==> src/sv/mws_pkg.sv <==
// Shared types, sizes and helper functions of the maximum window sum block.
// Depends on nothing; all other files but mws_ram refer to it by scoped names.
package mws_pkg;

  // Frame limits and the sizes that follow from them.
  localparam int unsigned MAX_ROWS    = 128;
  localparam int unsigned MAX_COLUMNS = 128;
  localparam int unsigned ROW_W       = $clog2(MAX_ROWS);
  localparam int unsigned COL_W       = $clog2(MAX_COLUMNS);

  // Configuration registers are 8 bits wide; CMP_W holds any count or position.
  localparam int unsigned CFG_W     = 8;
  localparam int unsigned CFG_IDX_W = 2;
  localparam int unsigned POS_MAX_W = (ROW_W > COL_W) ? ROW_W : COL_W;
  localparam int unsigned CMP_W     = ((CFG_W > POS_MAX_W) ? CFG_W : POS_MAX_W) + 1;

  // Data widths: one element, one column sum over up to MAX_ROWS elements, and the
  // running row sum, kept one bit wider than the result so that saturation is explicit.
  localparam int unsigned ELEM_W  = 16;
  localparam int unsigned SUM_W   = 32;
  localparam int unsigned CS_W    = ELEM_W + ROW_W + 1;
  localparam int unsigned RS_NATW = CS_W + COL_W;
  localparam int unsigned ACC_W   = ((RS_NATW > SUM_W) ? RS_NATW : SUM_W) + 1;

  localparam int unsigned LINE_AW    = ROW_W + COL_W;
  localparam int unsigned LINE_DEPTH = MAX_ROWS * (2 ** COL_W);

  localparam int unsigned FIFO_DEPTH = 4;
  localparam int unsigned FIFO_PTR_W = $clog2(FIFO_DEPTH);

  localparam logic [SUM_W-1:0] SUM_MIN = {1'b1, {(SUM_W-1){1'b0}}};
  localparam logic [SUM_W-1:0] SUM_MAX = {1'b0, {(SUM_W-1){1'b1}}};

  typedef enum logic [CFG_IDX_W-1:0] {
    CFG_ROW_COUNT     = 2'd0,
    CFG_COLUMN_COUNT  = 2'd1,
    CFG_WINDOW_WIDTH  = 2'd2,
    CFG_WINDOW_HEIGHT = 2'd3
  } cfg_reg_e;

  // One classified element on its way from the front end to the datapath.
  typedef struct packed {
    logic signed [ELEM_W-1:0] element;
    logic [COL_W-1:0]         col;
    logic [LINE_AW-1:0]       line_waddr;
    logic [LINE_AW-1:0]       line_raddr;
    logic [COL_W-1:0]         hist_raddr;
    logic                     first_row;
    logic                     sub_line;
    logic                     col0;
    logic                     sub_hist;
    logic                     win;
    logic                     last;
  } cmd_t;

  // A count of zero acts as one and a count above the limit acts as the limit.
  function automatic logic [CMP_W-1:0] clamp_count(input logic [CFG_W-1:0] v,
                                                   input int unsigned lim);
    logic [CMP_W-1:0] ext;
    logic [CMP_W-1:0] top;
    ext = CMP_W'(v);
    top = CMP_W'(lim);
    if (ext == '0) begin
      return CMP_W'(1);
    end
    return (ext > top) ? top : ext;
  endfunction

  function automatic logic [CMP_W-1:0] window_size(input logic [CFG_W-1:0] v);
    return (v == '0) ? CMP_W'(1) : CMP_W'(v);
  endfunction

  function automatic logic [SUM_W-1:0] sat_sum(input logic signed [ACC_W-1:0] v);
    logic signed [ACC_W-1:0] hi;
    logic signed [ACC_W-1:0] lo;
    hi = {{(ACC_W-SUM_W){1'b0}}, SUM_MAX};
    lo = {{(ACC_W-SUM_W){1'b1}}, SUM_MIN};
    if (v > hi) begin
      return SUM_MAX;
    end
    if (v < lo) begin
      return SUM_MIN;
    end
    return v[SUM_W-1:0];
  endfunction

endpackage

==> src/sv/mws_fifo.sv <==
// Short command queue between the front end and the datapath.
// Depends on mws_pkg for the command type and the queue depth.
module mws_fifo (
  input  logic          clk_i,
  input  logic          rst_ni,
  input  logic          push_valid_i,
  output logic          push_ready_o,
  input  mws_pkg::cmd_t push_data_i,
  output logic          pop_valid_o,
  input  logic          pop_ready_i,
  output mws_pkg::cmd_t pop_data_o
);

  localparam int unsigned PTR_W = mws_pkg::FIFO_PTR_W;
  localparam int unsigned CNT_W = PTR_W + 1;

  mws_pkg::cmd_t    slot_q [mws_pkg::FIFO_DEPTH];
  logic [PTR_W-1:0] wptr_q, rptr_q;
  logic [CNT_W-1:0] count_q;
  logic             push, pop;

  assign push_ready_o = (count_q != CNT_W'(mws_pkg::FIFO_DEPTH));
  assign pop_valid_o  = (count_q != '0);
  assign pop_data_o   = slot_q[rptr_q];
  assign push         = push_valid_i && push_ready_o;
  assign pop          = pop_valid_o && pop_ready_i;

  always_ff @(posedge clk_i) begin
    if (push) begin
      slot_q[wptr_q] <= push_data_i;
    end
  end

  always_ff @(posedge clk_i or negedge rst_ni) begin
    if (!rst_ni) begin
      wptr_q  <= '0;
      rptr_q  <= '0;
      count_q <= '0;
    end else begin
      if (push) begin
        wptr_q <= (wptr_q == PTR_W'(mws_pkg::FIFO_DEPTH - 1)) ? '0 : wptr_q + PTR_W'(1);
      end
      if (pop) begin
        rptr_q <= (rptr_q == PTR_W'(mws_pkg::FIFO_DEPTH - 1)) ? '0 : rptr_q + PTR_W'(1);
      end
      unique case ({push, pop})
        2'b10:   count_q <= count_q + CNT_W'(1);
        2'b01:   count_q <= count_q - CNT_W'(1);
        default: count_q <= count_q;
      endcase
    end
  end

endmodule

==> config.mk <==
export PLATFORM = sky130hd
export DESIGN_NAME = mws_fifo
export DESIGN_NICKNAME = d
export VERILOG_FILES = /design/src/sv/mws_pkg.sv /design/src/sv/mws_fifo.sv
export SDC_FILE = /design/constraint.sdc
export NUM_CORES = 1
export LEC_CHECK = 0
export BUFFER_PORTS_ARGS = -buffer_cell sky130_fd_sc_hd__buf_4
export CAP_MARGIN = 20
export CORE_MARGIN = 5
export CORE_UTILIZATION = 30
export DETAILED_ROUTE_END_ITERATION = 7
export PLACE_DENSITY = 0.46
export REMOVE_ABC_BUFFERS = 1
export SYNTH_ARGS = -nofsm -noshare
export SYNTH_HDL_FRONTEND = slang
export SYNTH_SLANG_ARGS = --single-unit
==> constraint.sdc <==
create_clock -name clk_i -period 2.1 [get_ports clk_i]
set_clock_uncertainty 0.05 [all_clocks]
set_input_delay 0.21 -clock clk_i [delete_from_list [all_inputs] [get_ports clk_i]]
set_output_delay 0.21 -clock clk_i [all_outputs]
set_load 0.02 [all_outputs]
==> metrics, run 1 <==
VDD IR-drop max 0.682 mV; CP arrival 2.01 ns; Synth warnings 0; Die Y 189 um; Hold Path End rptr_q[0]; Req. time, crit path 1.84 ns; wire length per cell 20.6 um; Ant. Diodes 0; first-pass GRT wire length 32.0 mm; fmax 441 MHz; post-route setup TNS -7.67 ns; min-delay worst type input port to register; final setup margin -0.168 ns; final hold vios 0; most frequent cells in the layout edfxtp_1 (256), buf_4 (90), dlygate4sd3_1 (66), mux4_2 (64), buf_6 (57); Num CTS Buffers 28; IO Count 134; nets@finish 698; Synth Area in Simple Gates 0.751%; I/O Buffers 133; Vias/cell 4.49; clock latency at the later pin of the worst-skew pair 0.53 ns; min Tclk post-route 2.27 ns; initial DRC count 184; final slew viol count 0; beginning of the worst hold path pop_ready_i; gr usage total 11.5%; post-synthesis xor/xnor area fraction 0.272%; vias in the first global route 5363; gr ovfl total 0; Routed WL 21.6 mm; DRC Markers 0; commonest non-fill, non-tap cell in the layout edfxtp_1; Post-DP HPWL 12.2 mm; failing checks setup timing; RR Endpoint count_q[2]; Clock transition at path regs 0.06 ns; post-synthesis adder-cell area fraction 0.984%; GPL Wtd Cong 0.646; crit-path max FO 7; Fill cells 2804; Seq cells post-synth 263; WS Path Type register to output port; top-area cell type share of the netlist area 79.5%; R2R cell count 9; Pre-antenna DRT Iters 4; max_cap viols 0; sequential cell area fraction in the yosys report 81.3%; status finished with violations; Slew @ Worst Pin 0.495 ns; placed cell count 914; Area growth syn-to-layout 39.2%; Routed Antenna Nets 0; Leakage 4.69 nW; Avg Cell Area, Syn 25.8 um^2; num rows 65; CTS tree yes; CP startpoint rptr_q[0]; Worst R2R Start count_q[1]; crit start category register; htree depth 1; Max Buffers Root-to-Sink 3; share of post-route cells with drive strength above 1 44.5%; # setup viols final 64; library cells used by synthesis 20; Rel. slew slack 67.0%; R2R Setup Slk 0.04 ns; Cell Area, Synth 9670 um^2; largest net degree at the start of global routing 35; vias post-DR 4689; clock root cell clkbuf_16; antenna violations before repair 0; Die X 189 um; RSZ-0062 raised after global routing yes; period utilisation layout 108%; Syn Inst Count 374; Worst Hold Depth 4; clock sinks 263; core area 31700 um^2; Hold WS 0.0882 ns; CP endpoint kind output port; main combinational cell family by area after synthesis multiplexers; Synth area leader edfxtp_1; Initial Util 30.5%; post-synthesis mux area share 15.6%; Synth Area in Compound Gates 0%; most area-consuming cells after synthesis edfxtp_1 (80%), mux4_2 (15%), dfrtp_1 (1.8%), ha_1 (0.78%), buf_4 (0.39%); die footprint 35900 um^2; Non-Filler Instances 1045; PwrDens 1470 nW/um^2
==> where the power goes <==
group / internal (mW) / leakage, nW / switching (mW)
clock: 2.98 / 0.448 / 1.93
sequential: 6.94 / 2.43 / 0.257
combinational: 3.92 / 1.81 / 3.78
==> cells by family after synthesis <==
kind of cell / Yosys count
xor+xnor: 3
fa+ha+maj: 7
buf+inv: 21
flops: 263
mux: 69
simple gates: 11
==> cell type report <==
class / count / area (um^2) / area share, %
well taps: 402 / 503 / 3.74
inverters: 7 / 28.8 / 0.214
flip-flops and latches: 263 / 7870 / 58.5
clock buffers: 33 / 741 / 5.51
clock inverters: 17 / 174 / 1.29
repair buffers: 233 / 2400 / 17.9
multi-input cells: 90 / 1730 / 12.9
==> timing repair <==
item	in CTS	in global routing
buffers inserted	4	6
resized for setup	57	17
cloned	1	5
hold buffers	66	0
pin swaps	5	5
endpoints found under the setup margin	65	65
hold endpoints to repair	263	0
==> synthesized netlist by cell type, drive strengths merged <==
library cell	number
xnor2	1
fa	1
mux2	4
and3	4
and2	1
inv	7
mux4	64
xor2	2
nor2	3
mux2i	1
or3	1
or3b	1
dfrtp	7
ha	6
edfxtp	256
clkbuf	3
buf	11
nand2	1
==> stage by stage <==
step | util [%] | cell area [um^2] | worst slack, ns | total power, mW
2_1_floorplan | - | 9590 | -1.49 | 10.9
3_3_place_gp | 35.9 | 11400 | 0.0100 | 13.8
3_5_place_dp | 35.9 | 11400 | -0.0794 | 13.9
4_1_cts | 41.8 | 13200 | -0.226 | 19.7
5_1_grt | 42.4 | 13500 | -0.248 | 20.8
6_report | 42.4 | 13500 | -0.168 | 19.8
==> sequential cells by signal, summed over array words and instances, names as in the netlist <==
signal	count
wptr_q	2
count_q	3
rptr_q	2
slot_q	256
==> per-layer routing <==
| layer | GRT usage (%) | vias up | routed length [um] |
|---|---|---|---|
| li1 | - | 2098 | - |
| met2 | 20.2 | 115 | 10800 |
| met5 | 0 | - | 0 |
| met1 | 14.8 | 2454 | 9480 |
| met4 | 2.81 | 0 | 483 |
| met3 | 2.38 | 22 | 810 |
==> worst max path at each step <==
stage,end,slack (ns)
after floorplan,pop_data_o[0],-1.49
after global placement,count_q[2],0.01
after global routing,pop_data_o[61],-0.25
after detailed placement,count_q[2],-0.08
after CTS,pop_data_o[14],-0.23
final,pop_data_o[31],-0.17
==> critical path, stage by stage, from the launching register on <==
cell	delay, ns
dfrtp_4	0.47
buf_8	0.15
buf_16	0.15
mux4_2	0.55
buf_6	0.16
(Power assumes the default switching activity.)
==> inputs of run 2 (changes only) <==
- SLEW_MARGIN: default -> 20
- clock period: 2.1 -> 1.8 ns (I/O delays scaled with it)
==> run 2 against run 1 <==
Largest power group unchanged. Critical path type unchanged. Largest cell class unchanged. The run still ends with setup timing left. Sequential power rose by 16%. Setup slack got worse by 0.27 ns. Via count rose by 3.0%. Non-clock buffer count rose by 26. Combinational power rose by 29%.
==> metrics, run 2 (synthesis results as in run 1) <==
antenna violations before repair 0; wire length per cell 20.6 um; Hold WS 0.0666 ns; vias in the first global route 5236; R2R Setup Slk -0.22 ns; nets@finish 726; Rel. slew slack 76.8%; DRC Markers 0; vias post-DR 4831; max_cap viols 0; Routed Antenna Nets 0; Leakage 4.91 nW; grt met3 use 2.65%; Regs by FF count slot_q x256, count_q x3; min-delay worst type input port to register; CP arrival 2.01 ns; failing checks setup timing; die footprint 35900 um^2; CP endpoint kind output port; # setup viols final 309; max reg flops 256; Most flops, register slot_q; num rows 65; Die X 189 um; share of post-route cells with drive strength above 1 47.4%; min Tclk post-route 2.24 ns; final setup margin -0.442 ns; Area growth syn-to-layout 44.6%; gr ovfl total 0; first-pass GRT wire length 31.7 mm; Clock transition at path regs 0.06 ns; crit-path max FO 7; core area 31700 um^2; htree depth 1; largest net degree at the start of global routing 46; Final Util 44.1%; final slew viol count 0; GR Util met2 19.0%; clock sinks 263; most frequent cells in the layout edfxtp_1 (256), buf_4 (82), buf_6 (76), dlygate4sd3_1 (66), mux4_2 (64); CTS tree yes; clock latency at the later pin of the worst-skew pair 0.52 ns; commonest non-fill, non-tap cell in the layout edfxtp_1; Die Y 189 um; initial DRC count 172; final hold vios 0; Fill cells 2741; PwrDens 1710 nW/um^2; GRT busiest layer met2; GPL Wtd Cong 0.685; fmax 446 MHz; Slew @ Worst Pin 0.347 ns; gr usage total 11.3%; I/O Buffers 133; met1 GRT Util 15.3%; Vias/cell 4.49; IO Count 134; Pre-antenna DRT Iters 4; Initial Util 30.5%; crit start category register; Post-DP HPWL 12.2 mm; Req. time, crit path 1.57 ns; status finished with violations; Num CTS Buffers 29; Ant. Diodes 0; period utilisation layout 125%; Max Buffers Root-to-Sink 3; VDD IR-drop max 0.937 mV; clock root cell clkbuf_16; Routed WL 22.2 mm; RSZ-0062 raised after global routing yes; WS Path Type register to output port
[run 2: worst paths after layout]
| kind | start | endpoint | cells after the start |
|---|---|---|---|
| worst max-delay path | rptr_q[0] | pop_data_o[10] | 4 |
| worst min-delay path | pop_ready_i | count_q[0] | 5 |
| worst max register to register | count_q[1] | count_q[2] | 9 |
| worst min register to register | wptr_q[1] | wptr_q[1] | 1 |
| max in group asynchronous | rst_ni | rptr_q[0] | 3 |
| min in group asynchronous | rst_ni | count_q[2] | 3 |
[run 2: layer usage]
| layer | up-vias | share of wire (%) |
|---|---|---|
| li1 | 2166 | - |
| met1 | 2524 | 44 |
| met2 | 119 | 49 |
| met3 | 22 | 5.6 |
| met4 | 0 | 1.2 |
| met5 | - | 0 |
[run 2: metrics by stage]
stage | power [mW] | setup TNS, ns | cell area, um^2 | worst slack [ns] | std cells
after global routing | 25.1 | -54.43 | 14000 | -0.508 | 1075
after detailed placement | 16.5 | -0.722 | 11500 | -0.396 | 924
after CTS | 23.4 | -29.41 | 13500 | -0.493 | 1051
after global placement | 16.5 | -0.493 | 11500 | -0.309 | 924
after floorplan | 12.5 | -170.67 | 9590 | -1.76 | 360
final | 23.9 | -37.10 | 14000 | -0.442 | 1075
[run 2: worst max-delay path, cell delays in order, from the launching register on]
cell and delay (ns):
dfrtp_4 0.48, buf_4 0.15, buf_16 0.14, mux4_2 0.56
buf_6 0.16
[run 2: power breakdown]
group / total [mW] / internal [mW] / switching (mW)
sequential: 8.38 / 8.09 / 0.288
clock: 5.62 / 3.35 / 2.27
combinational: 9.89 / 5.26 / 4.63
total: 23.9 / 16.7 / 7.19
[run 2: layout make-up]
| class | instances | area (um^2) | area share [%] |
|---|---|---|---|
| clock buffer | 30 | 729 | 5.22 |
| clock inverter | 23 | 191 | 1.37 |
| inverter | 7 | 28.8 | 0.206 |
| multi-input combinational | 91 | 1750 | 12.5 |
| sequential | 263 | 7870 | 56.3 |
| tap | 402 | 503 | 3.60 |
| timing repair buffer | 259 | 2910 | 20.8 |
[run 2: repair_timing]
| action | CTS | global route |
|---|---|---|
| hold buffers | 66 | 0 |
| endpoints found under the setup margin | 69 | 114 |
| pin swaps | 8 | 8 |
| endpoints found under the hold margin | 263 | 0 |
| gates resized for setup | 81 | 18 |
| cloned | 0 | 17 |
| buffers inserted | 8 | 7 |
