<file path="config.mk">
export PLATFORM = sky130hd
export DESIGN_NAME = mws_front
export DESIGN_NICKNAME = d
export VERILOG_FILES = /design/src/sv/mws_pkg.sv /design/src/sv/mws_front.sv
export SDC_FILE = /design/constraint.sdc
export NUM_CORES = 1
export LEC_CHECK = 0
export BUFFER_PORTS_ARGS = -buffer_cell sky130_fd_sc_hd__buf_2
export CAP_MARGIN = 40
export CORE_ASPECT_RATIO = 0.8
export CORE_UTILIZATION = 50
export DETAILED_ROUTE_END_ITERATION = 6
export MAX_ROUTING_LAYER = met4
export PLACE_DENSITY_LB_ADDON = 0.12
export SLEW_MARGIN = 20
export SYNTH_ARGS = -nofsm -noshare
export SYNTH_HDL_FRONTEND = slang
export SYNTH_SLANG_ARGS = --single-unit
</file>
<file path="constraint.sdc">
create_clock -name clk_i -period 4.3 [get_ports clk_i]
set_input_delay 1.29 -clock clk_i [delete_from_list [all_inputs] [get_ports clk_i]]
set_output_delay 1.29 -clock clk_i [all_outputs]
set_load 0.01 [all_outputs]
</file>
<file path="src/sv/mws_pkg.sv">
// Shared types, sizes and helper functions of the maximum window sum block.
// Depends on nothing; all other files but mws_ram refer to it by scoped names.
package mws_pkg;

  // Frame limits and the sizes that follow from them.
  localparam int unsigned MAX_ROWS    = 128;
  localparam int unsigned MAX_COLUMNS = 128;
  localparam int unsigned ROW_W       = $clog2(MAX_ROWS);
  localparam int unsigned COL_W       = $clog2(MAX_COLUMNS);

  // Configuration registers are 8 bits wide; CMP_W holds any count or position.
  localparam int unsigned CFG_W     = 8;
  localparam int unsigned CFG_IDX_W = 2;
  localparam int unsigned POS_MAX_W = (ROW_W > COL_W) ? ROW_W : COL_W;
  localparam int unsigned CMP_W     = ((CFG_W > POS_MAX_W) ? CFG_W : POS_MAX_W) + 1;

  // Data widths: one element, one column sum over up to MAX_ROWS elements, and the
  // running row sum, kept one bit wider than the result so that saturation is explicit.
  localparam int unsigned ELEM_W  = 16;
  localparam int unsigned SUM_W   = 32;
  localparam int unsigned CS_W    = ELEM_W + ROW_W + 1;
  localparam int unsigned RS_NATW = CS_W + COL_W;
  localparam int unsigned ACC_W   = ((RS_NATW > SUM_W) ? RS_NATW : SUM_W) + 1;

  localparam int unsigned LINE_AW    = ROW_W + COL_W;
  localparam int unsigned LINE_DEPTH = MAX_ROWS * (2 ** COL_W);

  localparam int unsigned FIFO_DEPTH = 4;
  localparam int unsigned FIFO_PTR_W = $clog2(FIFO_DEPTH);

  localparam logic [SUM_W-1:0] SUM_MIN = {1'b1, {(SUM_W-1){1'b0}}};
  localparam logic [SUM_W-1:0] SUM_MAX = {1'b0, {(SUM_W-1){1'b1}}};

  typedef enum logic [CFG_IDX_W-1:0] {
    CFG_ROW_COUNT     = 2'd0,
    CFG_COLUMN_COUNT  = 2'd1,
    CFG_WINDOW_WIDTH  = 2'd2,
    CFG_WINDOW_HEIGHT = 2'd3
  } cfg_reg_e;

  // One classified element on its way from the front end to the datapath.
  typedef struct packed {
    logic signed [ELEM_W-1:0] element;
    logic [COL_W-1:0]         col;
    logic [LINE_AW-1:0]       line_waddr;
    logic [LINE_AW-1:0]       line_raddr;
    logic [COL_W-1:0]         hist_raddr;
    logic                     first_row;
    logic                     sub_line;
    logic                     col0;
    logic                     sub_hist;
    logic                     win;
    logic                     last;
  } cmd_t;

  // A count of zero acts as one and a count above the limit acts as the limit.
  function automatic logic [CMP_W-1:0] clamp_count(input logic [CFG_W-1:0] v,
                                                   input int unsigned lim);
    logic [CMP_W-1:0] ext;
    logic [CMP_W-1:0] top;
    ext = CMP_W'(v);
    top = CMP_W'(lim);
    if (ext == '0) begin
      return CMP_W'(1);
    end
    return (ext > top) ? top : ext;
  endfunction

  function automatic logic [CMP_W-1:0] window_size(input logic [CFG_W-1:0] v);
    return (v == '0) ? CMP_W'(1) : CMP_W'(v);
  endfunction

  function automatic logic [SUM_W-1:0] sat_sum(input logic signed [ACC_W-1:0] v);
    logic signed [ACC_W-1:0] hi;
    logic signed [ACC_W-1:0] lo;
    hi = {{(ACC_W-SUM_W){1'b0}}, SUM_MAX};
    lo = {{(ACC_W-SUM_W){1'b1}}, SUM_MIN};
    if (v > hi) begin
      return SUM_MAX;
    end
    if (v < lo) begin
      return SUM_MIN;
    end
    return v[SUM_W-1:0];
  endfunction

endpackage

</file>
<file path="src/sv/mws_front.sv">
// Front end: configuration registers, frame position counters and classification
// of each element into a command for the datapath. Depends on mws_pkg.
module mws_front (
  input  logic                               clk_i,
  input  logic                               rst_ni,
  input  logic                               cfg_valid_i,
  output logic                               cfg_ready_o,
  input  logic [mws_pkg::CFG_IDX_W-1:0]      cfg_index_i,
  input  logic [mws_pkg::CFG_W-1:0]          cfg_data_i,
  input  logic                               in_valid_i,
  output logic                               in_ready_o,
  input  logic signed [mws_pkg::ELEM_W-1:0]  element_i,
  output logic                               cmd_valid_o,
  input  logic                               cmd_ready_i,
  output mws_pkg::cmd_t                      cmd_o
);

  localparam int unsigned CMP_W = mws_pkg::CMP_W;
  localparam int unsigned ROW_W = mws_pkg::ROW_W;
  localparam int unsigned COL_W = mws_pkg::COL_W;

  logic [mws_pkg::CFG_W-1:0] row_count_q, column_count_q, window_width_q, window_height_q;
  logic [ROW_W-1:0] row_q, row_d;
  logic [COL_W-1:0] col_q, col_d;

  logic [CMP_W-1:0] rows, cols, win_w, win_h;
  logic [CMP_W-1:0] row_ext, col_ext, row_diff, col_diff;
  logic             last_col, last_row, accept;

  assign cfg_ready_o = 1'b1;

  always_ff @(posedge clk_i or negedge rst_ni) begin
    if (!rst_ni) begin
      row_count_q     <= mws_pkg::CFG_W'(2);
      column_count_q  <= mws_pkg::CFG_W'(2);
      window_width_q  <= mws_pkg::CFG_W'(1);
      window_height_q <= mws_pkg::CFG_W'(1);
    end else if (cfg_valid_i) begin
      unique case (mws_pkg::cfg_reg_e'(cfg_index_i))
        mws_pkg::CFG_ROW_COUNT:     row_count_q     <= cfg_data_i;
        mws_pkg::CFG_COLUMN_COUNT:  column_count_q  <= cfg_data_i;
        mws_pkg::CFG_WINDOW_WIDTH:  window_width_q  <= cfg_data_i;
        mws_pkg::CFG_WINDOW_HEIGHT: window_height_q <= cfg_data_i;
      endcase
    end
  end

  assign rows  = mws_pkg::clamp_count(row_count_q, mws_pkg::MAX_ROWS);
  assign cols  = mws_pkg::clamp_count(column_count_q, mws_pkg::MAX_COLUMNS);
  assign win_w = mws_pkg::window_size(window_width_q);
  assign win_h = mws_pkg::window_size(window_height_q);

  assign row_ext  = CMP_W'(row_q);
  assign col_ext  = CMP_W'(col_q);
  assign row_diff = row_ext - win_h;
  assign col_diff = col_ext - win_w;
  assign last_col = (col_ext + CMP_W'(1)) >= cols;
  assign last_row = (row_ext + CMP_W'(1)) >= rows;

  assign in_ready_o  = cmd_ready_i;
  assign cmd_valid_o = in_valid_i;
  assign accept      = in_valid_i && cmd_ready_i;

  always_comb begin
    cmd_o.element    = element_i;
    cmd_o.col        = col_q;
    cmd_o.line_waddr = {row_q, col_q};
    cmd_o.line_raddr = {row_diff[ROW_W-1:0], col_q};
    cmd_o.hist_raddr = col_diff[COL_W-1:0];
    cmd_o.first_row  = (row_q == '0);
    cmd_o.sub_line   = (row_ext >= win_h);
    cmd_o.col0       = (col_q == '0);
    cmd_o.sub_hist   = (col_ext >= win_w);
    cmd_o.win        = ((row_ext + CMP_W'(1)) >= win_h) && ((col_ext + CMP_W'(1)) >= win_w);
    cmd_o.last       = last_col && last_row;
  end

  // Columns advance along a row; the last column wraps to the next row or a new frame.
  always_comb begin
    col_d = col_q;
    row_d = row_q;
    if (accept) begin
      if (!last_col) begin
        col_d = col_q + COL_W'(1);
      end else begin
        col_d = '0;
        row_d = last_row ? '0 : row_q + ROW_W'(1);
      end
    end
  end

  always_ff @(posedge clk_i or negedge rst_ni) begin
    if (!rst_ni) begin
      row_q <= '0;
      col_q <= '0;
    end else begin
      row_q <= row_d;
      col_q <= col_d;
    end
  end

endmodule

</file>
==> results of run 1 <==
[layout make-up]
class	instances	area share, %
multi-input combinational	273	53.5
timing repair buffer	78	10.4
sequential	46	27.5
clock buffer	6	1.72
inverter	38	3.38
clock inverter	2	0.890
tap	87	2.58
[logic make-up after synthesis]
logic type                 Yosys count  synth area share, %
AOI/OAI and AO/OA                   64                 11.8
DFF                                 46                 30.9
and+or+nand+nor                    105                 14.4
buffers and inverters               74                 10.8
adders and majority gates           52                 17.8
muxes                               35                 10.5
other                                1                0.100
xor gates and xnor gates            16                 3.75
[stage by stage]
step	setup WS, ns	util (%)	power [mW]	setup TNS [ns]	cells
after floorplan	0.530	-	1.59	0	393
after global placement	0.321	55.9	1.94	0	513
after detailed placement	0.235	56.2	1.97	0	514
after CTS	0.00346	58.0	2.32	0	522
after global routing	-0.0322	59.7	2.58	-0.0322	530
final	0.133	59.7	2.38	0	530
[report_power, final]
part	switching, mW	internal, mW
registers	0.128	0.532
clock network	0.161	0.174
logic	0.751	0.633
[flip-flops by register name (all words and copies together), names as in the netlist]
| name | flops |
|---|---|
| col_q | 7 |
| row_count_q | 8 |
| column_count_q | 8 |
| window_width_q | 8 |
| row_q | 7 |
| window_height_q | 8 |
[worst max-delay path: cells and delay by family (launching register included)]
kind	cells	cell delay, ns
AOI/OAI and AO/OA	5	1.06
and+or+nand+nor	2	0.36
adders and majority gates	2	0.54
buffers and inverters	2	0.19
DFF	1	0.43
[layer usage]
metal  vias to the layer above  share of wire, %  global-route usage (%)
met5                         -                 0                       -
met4                         0              0.91                    4.63
met3                         9               4.1                    3.43
met2                        88                43                    34.3
met1                      1439                52                    33.6
li1                       1451                 -                       -
[worst max path at each step]
stage	startpoint	endpoint	slack [ns]
6_report	window_width_q[7]	cmd_o[2]	0.13
5_1_grt	window_height_q[6]	cmd_o[4]	-0.03
4_1_cts	window_width_q[6]	cmd_o[2]	0.003
3_5_place_dp	col_q[1]	cmd_o[0]	0.23
3_3_place_gp	window_width_q[6]	cmd_o[2]	0.32
2_1_floorplan	col_q[1]	cmd_o[0]	0.53
[placed cells by master, fill, tap and decap left out, types with 9 or more instances in the layout]
| cell type | n |
|---|---|
| o21ai_0 | 14 |
| ha_1 | 48 |
| xnor2_1 | 10 |
| buf_4 | 13 |
| a21o_1 | 11 |
| buf_2 | 64 |
| dfrtp_1 | 39 |
| nor2_1 | 20 |
| nand2_1 | 26 |
| a21oi_1 | 9 |
| mux2_2 | 33 |
| nand3_1 | 11 |
| inv_1 | 36 |
[timing repair]
action | in CTS | in global routing
setup buffers | 0 | 8
cloned | 0 | 0
gates resized for setup | 6 | 15
pin swaps | 1 | 9
endpoints found under the setup margin | 3 | 5
==> summary.md, run 1 <==
| Metric | Value |
|---|---|
| Ratio of cells with drive above 1 in the final layout | `33.0%` |
| Synth warnings | `0` |
| EDFF count, synth | `0` |
| HPWL after DPL | `6710 µm` |
| R2R Path End | `row_q[1]` |
| Clock Latency Late Sink | `0.31 ns` |
| 1st-pass router iterations | `4` |
| Worst hold path cell count | `1` |
| Required @ worst endpoint | `3.01 ns` |
| Internal reg-to-reg setup slack | `1.43 ns` |
| CP max stage cell | `dfrtp_1` |
| Syn_area_per_cell | `9.52 µm²` |
| Post-synthesis sequential area ratio | `30.9%` |
| Critical path's largest stage delay | `0.43 ns` |
| Crit Path Class | `reg -> out` |
| Critical path data arrival time | `2.88 ns` |
| Row count | `27` |
| Post-synth top flop | `dfrtp_1` |
| CTS buffer count | `5` |
| Worst R2R Start | `row_q[0]` |
| Vias | `2,987` |
| Final min period | `4.17 ns` |
| Worst Path Max Fanout | `4` |
| Design Area, Final | `0.00422 mm²` |
| Detail Route Antenna Nets | `0` |
| CP startpoint kind | `flop` |
| Top post-synthesis cells by area | `dfrtp_1, ha_1, mux2_2` |
| Slew @ Worst Pin | `0.644 ns` |
| Area fraction of the dominant cell type after synthesis | `28.1%` |
| Rel. slew slack | `56.9%` |
| Seq cells post-synth | `46` |
| DIE WIDTH | `98.7 µm` |
| Most common cell in the synthesized netlist | `ha_1` |
| Full die area | `0.00783 mm²` |
| Commonest cells in the netlist | `ha_1, dfrtp_1, inv_1` |
| Worst path cell trace | `nor4_2, a41o_1, ha_2, inv_2, fa_2, a21o_1, a21oi_2, o21bai_1, a2111oi_1, nor3_1, buf_2` |
| Max VDD drop | `0.199 mV` |
| Gpl congestion | `0.818` |
| Port Buf Inserts | `64` |
| Area growth syn-to-layout | `12.7%` |
| Vias in the first global route | `2,667` |
| Synth async-reset ratio | `100%` |
| Max Clk Rate | `240 MHz` |
| Diode count | `0` |
| Cell Area, Synth | `0.00374 mm²` |
| Max-cap viol count | `0` |
| Largest net degree at the start of global routing | `33` |
| First-pass GRT wire length | `13,500 µm` |
| Final hold violations | `0` |
| Sequential cell area | `0.00116 mm²` |
| Min-delay src | `row_count_q[0]` |
| CTS clk-pin slew, worst paths | `0.09 ns` |
| Worst setup EP type | `output pin` |
| Synth Net Count | `476` |
| CTS tree | `yes` |
| Mapped Cells | `393` |
| Drt initial violations | `109` |
| Area leader, netlist | `dfrtp_1` |
| Core Area | `0.00706 mm²` |
| Max Slew Vio Count | `0` |
| Clk sink count | `46` |
| Fill cells | `605` |
| WL/cell | `16.2 µm` |
| Worst Skew | `0.00936 ns` |
| Dpl cell area | `0.00397 mm²` |
| Hold worst-path end | `row_count_q[0]` |
| RSZ-0062 raised after global routing | `true` |
| Gr usage total | `23.1%` |
| Multi-input logic area | `0.00226 mm²` |
| Leakage | `2.19 nW` |
| H-tree Lvls | `2` |
| Cell Pwr Density | `564 mW/mm²` |
| Final Hold Slack | `0.551 ns` |
| I/O pin count | `98` |
| Vias per std cell | `5.64` |
| Chip height | `79.4 µm` |
| Worst r2r path cells | `9` |
| Clk Tree Root Cell | `clkbuf_8` |
| Library cells used by synthesis | `48` |
| Initial antenna violation count | `0` |
| GR Overflow Total | `0` |
| DRC | `0` |
| Min-Delay Path Class | `reg -> reg` |
| # hold bufs at CTS | `0` |
| Bufs on Longest Clock Path | `2` |
| Endpoints failing setup | `0` |
| Status | `finished, final reports clean` |
| Fin nets | `525` |
| Wirelength, routed | `8600 µm` |
| Starting Density | `53.0%` |
| Fin crit share | `96.9%` |
Power figures use the tool's default switching activity.
==> inputs of run 2 (changes only) <==
==> constraint.sdc (replaced) <==
create_clock -name clk_i -period 4.3 [get_ports clk_i]
set_input_delay 0.645 -clock clk_i [delete_from_list [all_inputs] [get_ports clk_i]]
set_output_delay 0.645 -clock clk_i [all_outputs]
set_load 0.01 [all_outputs]
==> run 2 against run 1 <==
  * Core utilization shrank 2.7 points
  * Final cell count is 2.3% lower
  * Global-route usage up 0.086 points
  * Clock power down 16%
  * Maximum frequency grew 11%
  * Power fell by 6.1%
  * Sequential share of layout area rose by 1.2 points
  * Die area did not move
==> summary.md, run 2 (synthesis gave the netlist of run 1 again) <==
| Metric | Value |
|---|---|
| Largest net degree at the start of global routing | `33` |
| Clk sink count | `46` |
| Post-cts gate resize count | `0` |
| Diode count | `0` |
| Final min period | `3.77 ns` |
| Vias | `2,885` |
| Crit Path Class | `reg -> out` |
| H-tree Lvls | `2` |
| Vias in the first global route | `2,718` |
| Core Area | `0.00706 mm²` |
| Clk Tree Root Cell | `clkbuf_8` |
| DIE WIDTH | `98.7 µm` |
| M3 GR Usage | `3.43%` |
| Detail Route Antenna Nets | `0` |
| Vias per std cell | `5.57` |
| CP max stage cell | `dfrtp_1` |
| RSZ-0062 raised after global routing | `false` |
| DRC | `0` |
| Post-CTS setup buffers | `0` |
| CP top delay family | `compound AO/OA/AOI/OAI gates` |
| Max Clk Rate | `265 MHz` |
| Worst path cell trace | `ha_1, and3_1, nand3_1, xnor2_1, ha_1, a21o_1, a221o_1, a21o_1, and2_1, buf_2` |
| GR Overflow Total | `0` |
| GRT met1 Usage | `34.8%` |
| Worst Path Max Fanout | `9` |
| Fill cells | `641` |
| Fin crit share | `87.7%` |
| WL/cell | `16.0 µm` |
| Worst Skew | `0.0103 ns` |
| Final core occ | `57.0%` |
| I/O pin count | `98` |
| Rel. slew slack | `56.5%` |
| GRT Max-Usage Layer | `met1` |
| Ratio of cells with drive above 1 in the final layout | `27.4%` |
| GR Util met2 | `32.7%` |
| Gr usage total | `23.2%` |
| Endpoints failing setup | `0` |
| CTS buffer count | `5` |
| Starting Density | `53.0%` |
| Most frequent cells in the layout | `buf_2, ha_1, dfrtp_1` |
| HPWL after DPL | `6700 µm` |
| Max VDD drop | `0.209 mV` |
| CTS clk-pin slew, worst paths | `0.10 ns` |
| Drt initial violations | `129` |
| Port Buf Inserts | `64` |
| Critical path's largest stage delay | `0.51 ns` |
| Max Slew Vio Count | `0` |
| Slew @ Worst Pin | `0.650 ns` |
| Status | `finished, final reports clean` |
| Commonest non-fill, non-tap cell in the layout | `buf_2` |
| Required @ worst endpoint | `3.65 ns` |
| Initial antenna violation count | `0` |
| Buf/Inv on CP | `1` |
| Leakage | `2.12 nW` |
| Min-Delay Path Class | `in -> async` |
| Area growth syn-to-layout | `7.66%` |
| Gpl congestion | `0.858` |
| Row count | `27` |
| Chip height | `79.4 µm` |
| Worst setup EP type | `output pin` |
| Wirelength, routed | `8310 µm` |
| Final hold violations | `0` |
| 1st-pass router iterations | `4` |
| Cell Pwr Density | `554 mW/mm²` |
| Post-route setup TNS | `0 ns` |
| Critical path data arrival time | `3.13 ns` |
| CTS tree | `yes` |
| CP startpoint kind | `flop` |
| Max-cap viol count | `0` |
| Multi-input logic area | `0.00218 mm²` |
| First-pass GRT wire length | `13,700 µm` |
| Sequential cell area | `0.00116 mm²` |
| Full die area | `0.00783 mm²` |
| Fin nets | `513` |
| Bufs on Longest Clock Path | `2` |
| # hold bufs at CTS | `0` |
| Clock Latency Late Sink | `0.31 ns` |
-- run 2: path summary, 6_finish.rpt --
kind | from | to | slack [ns] | cells past startpoint
worst max-delay path | col_q[1] | cmd_o[0] | 0.53 | 10
worst min-delay path | rst_ni | col_q[3] | 0.23 | 1
worst max register to register | col_q[1] | row_q[0] | 1.23 | 10
worst min register to register | row_count_q[0] | row_count_q[0] | 0.54 | 1
max in group asynchronous | rst_ni | window_width_q[0] | 3.50 | 2
min in group clk_i | row_count_q[0] | row_count_q[0] | 0.54 | 1
-- run 2: layer usage --
metal  wire length (µm)  vias up  part of all wire (%)
met1               4520     1358                    54
met4                 89        0                   1.1
met2               3360       82                    40
met5                  0        -                     0
met3                346       12                   4.2
li1                   -     1433                     -
-- run 2: cell type report --
type	count	share of cell area (%)
Clock inverter	3	0.528
Tap cell	87	2.70
Clock buffer	5	1.71
Timing Repair Buffer	66	8.64
Multi-Input combinational cell	273	54.2
Inverter	38	3.54
Sequential cell	46	28.7
-- run 2: where the power goes --
group | internal, mW | switching, mW | total (mW)
combinational | 0.578 | 0.709 | 1.29
sequential | 0.529 | 0.136 | 0.665
clock | 0.115 | 0.166 | 0.280
total | 1.22 | 1.01 | 2.23
-- run 2: per-stage QoR --
step | hold slack (ns) | std cells | area, µm² | setup slack [ns] | total power [mW]
floorplan | 0.349 | 393 | 3740 | 1.18 | 1.59
global placement | 0.508 | 509 | 3920 | 0.972 | 1.92
detailed placement | 0.523 | 510 | 3940 | 0.882 | 1.96
CTS | 0.235 | 518 | 4030 | 0.524 | 2.24
global route | 0.245 | 518 | 4030 | 0.322 | 2.44
finish | 0.228 | 518 | 4030 | 0.529 | 2.23
==> inputs of run 3 (changes only) <==
CELL_PAD_IN_SITES_DETAIL_PLACEMENT = 0   (was default)
CELL_PAD_IN_SITES_GLOBAL_PLACEMENT = 1   (was default)
CORE_UTILIZATION = 41   (was 50)
RECOVER_POWER = 25   (was default)
==> run 3 against run 2 <==
  * The flow now finishes with violations (max-capacitance violations, max-slew violations)
  * Wire length grew 7.4%
  * Clock power is 58% higher
  * First-iteration DRC count is 9.3% higher
  * Critical path depth did not move
  * Global-route usage decreased by 2.8 points
  * Die area increased by 21%
  * Power is 7.7% higher
==> summary.md, run 3 (synthesis gave the netlist of run 1 again) <==
| Metric | Value |
|---|---|
| Worst path cell trace | `ha_1, and3_1, nand3_1, xnor2_1, ha_1, a21o_1, a221o_1, a21o_1, and2_1, buf_2` |
| GRT met1 Usage | `32.2%` |
| CTS clk-pin slew, worst paths | `0.07 ns` |
| GR Overflow Total | `0` |
| Core Area | `0.00867 mm²` |
| Setup WS pre-CTS | `0.859 ns` |
| RSZ-0062 raised after global routing | `false` |
| Min-Delay Path Class | `in -> async` |
| Leakage | `2.14 nW` |
| Setup ws final | `0.536 ns` |
| Status | `finished, violations left` |
| Ratio of cells with drive above 1 in the final layout | `26.7%` |
| Fin crit share | `87.5%` |
| Commonest non-fill, non-tap cell in the layout | `buf_2` |
| Port Buf Inserts | `64` |
| Vias per std cell | `5.34` |
| Post-route setup TNS | `0 ns` |
| Clk Tree Root Cell | `clkbuf_16` |
| WL/cell | `16.4 µm` |
| Largest net degree at the start of global routing | `33` |
| HPWL after DPL | `7100 µm` |
| GRT Max-Usage Layer | `met1` |
| Flop pwr share | `27.8%` |
| Max VDD drop | `0.215 mV` |
| CTS tree | `yes` |
| 1st-pass router iterations | `4` |
| Max Slew Vio Count | `33` |
| Max Clk Rate | `266 MHz` |
| Final hold violations | `0` |
| Logic gate share of total power | `53.8%` |
| Wirelength, routed | `8930 µm` |
| # hold bufs at CTS | `0` |
| Detail Route Antenna Nets | `0` |
| Psw | `1.03 mW` |
| Crit Path Class | `reg -> out` |
| CP max stage cell | `dfrtp_1` |
| Worst Path Max Fanout | `9` |
| Endpoints failing setup | `0` |
| Vias | `2,899` |
| Internal power | `1.38 mW` |
| Clock share of power | `18.4%` |
| CP top delay family | `compound AO/OA/AOI/OAI gates` |
| Clk sink count | `46` |
| First-pass GRT wire length | `14,300 µm` |
| Chip height | `87.4 µm` |
| Vias in the first global route | `2,655` |
| I/O pin count | `98` |
| DRC | `0` |
| Slew @ Worst Pin | `1.71 ns` |
| Full die area | `0.00951 mm²` |
| M3 GR Usage | `3.37%` |
| Worst setup EP type | `output pin` |
| Row count | `30` |
| Final Hold Slack | `0.427 ns` |
| Max-cap viol count | `1` |
| Most frequent cells in the layout | `buf_2, ha_1, dfrtp_1` |
| Final min period | `3.76 ns` |
| Initial antenna violation count | `0` |
| Gr usage total | `20.4%` |
| Clock Latency Late Sink | `0.29 ns` |
| Placed Cells | `535` |
| Failing checks | `max-capacitance violations, max-slew violations` |
| Buf/Inv on CP | `1` |
| Cell Pwr Density | `584 mW/mm²` |
| Fin nets | `513` |
| Gpl congestion | `0.814` |
| Drt initial violations | `141` |
| DIE WIDTH | `109 µm` |
| Critical path data arrival time | `3.12 ns` |
| Post-cts gate resize count | `0` |
| Required @ worst endpoint | `3.65 ns` |
| Bufs on Longest Clock Path | `2` |
| Worst Skew | `0.00302 ns` |
| Switching power as a share of total power | `42.6%` |
| Diode count | `0` |
| CP startpoint kind | `flop` |
| Critical path's largest stage delay | `0.51 ns` |
| H-tree Lvls | `2` |
| CTS buffer count | `5` |
| Non-Filler Instances | `543` |
| GR Util met2 | `26.7%` |
| Rel. slew slack | `-14.1%` |
| Post-CTS setup buffers | `0` |
| Starting Density | `43.1%` |
| Area growth syn-to-layout | `10.1%` |
==> run 3: path summary, 6_finish.rpt <==
path / from / end / slack (ns) / cells after the start
max in group asynchronous: rst_ni / row_count_q[4] / 1.81 / 2
hold / removal: rst_ni / col_q[1] / 0.43 / 1
min in group clk_i: row_count_q[0] / row_count_q[0] / 0.53 / 1
setup / recovery: col_q[1] / cmd_o[0] / 0.54 / 10
setup reg to reg: col_q[1] / row_q[0] / 1.21 / 10
hold reg to reg: row_count_q[0] / row_count_q[0] / 0.53 / 1
==> run 3: power groups by stage <==
stage / Combinational [mW] / Sequential [mW] / Clock, mW
floorplan: 0.942 / 0.647 / 0
global placement: 1.29 / 0.669 / 0
detailed placement: 1.29 / 0.674 / 0
CTS: 1.30 / 0.666 / 0.454
global route: 1.48 / 0.686 / 0.468
finish: 1.29 / 0.668 / 0.443
==> run 3: per-layer routing <==
metal  share of wire [%]  routed length (µm)  up-vias
met1                  56                5020     1391
met4                0.45                  40        0
met3                 4.2                 374        4
met2                  39                3490       76
li1                    -                   -     1428
met5                   0                   0        -
==> run 3: area by class of cell <==
cell class | instances | area [µm²]
Inverter | 38 | 143
Sequential cell | 46 | 1160
Multi-Input combinational cell | 273 | 2180
Timing Repair Buffer | 66 | 330
Clock buffer | 6 | 129
Clock inverter | 2 | 37.5
Fill cell | 832 | 4550
Tap cell | 112 | 140
==> run 3: per-stage QoR <==
step / utilization (%) / power (mW) / area [µm²]
after floorplan: - / 1.59 / 3740
after global placement: 45.5 / 1.95 / 3950
after detailed placement: 45.8 / 1.97 / 3970
after CTS: 47.7 / 2.42 / 4140
after global routing: 47.5 / 2.63 / 4120
final: 47.5 / 2.40 / 4120
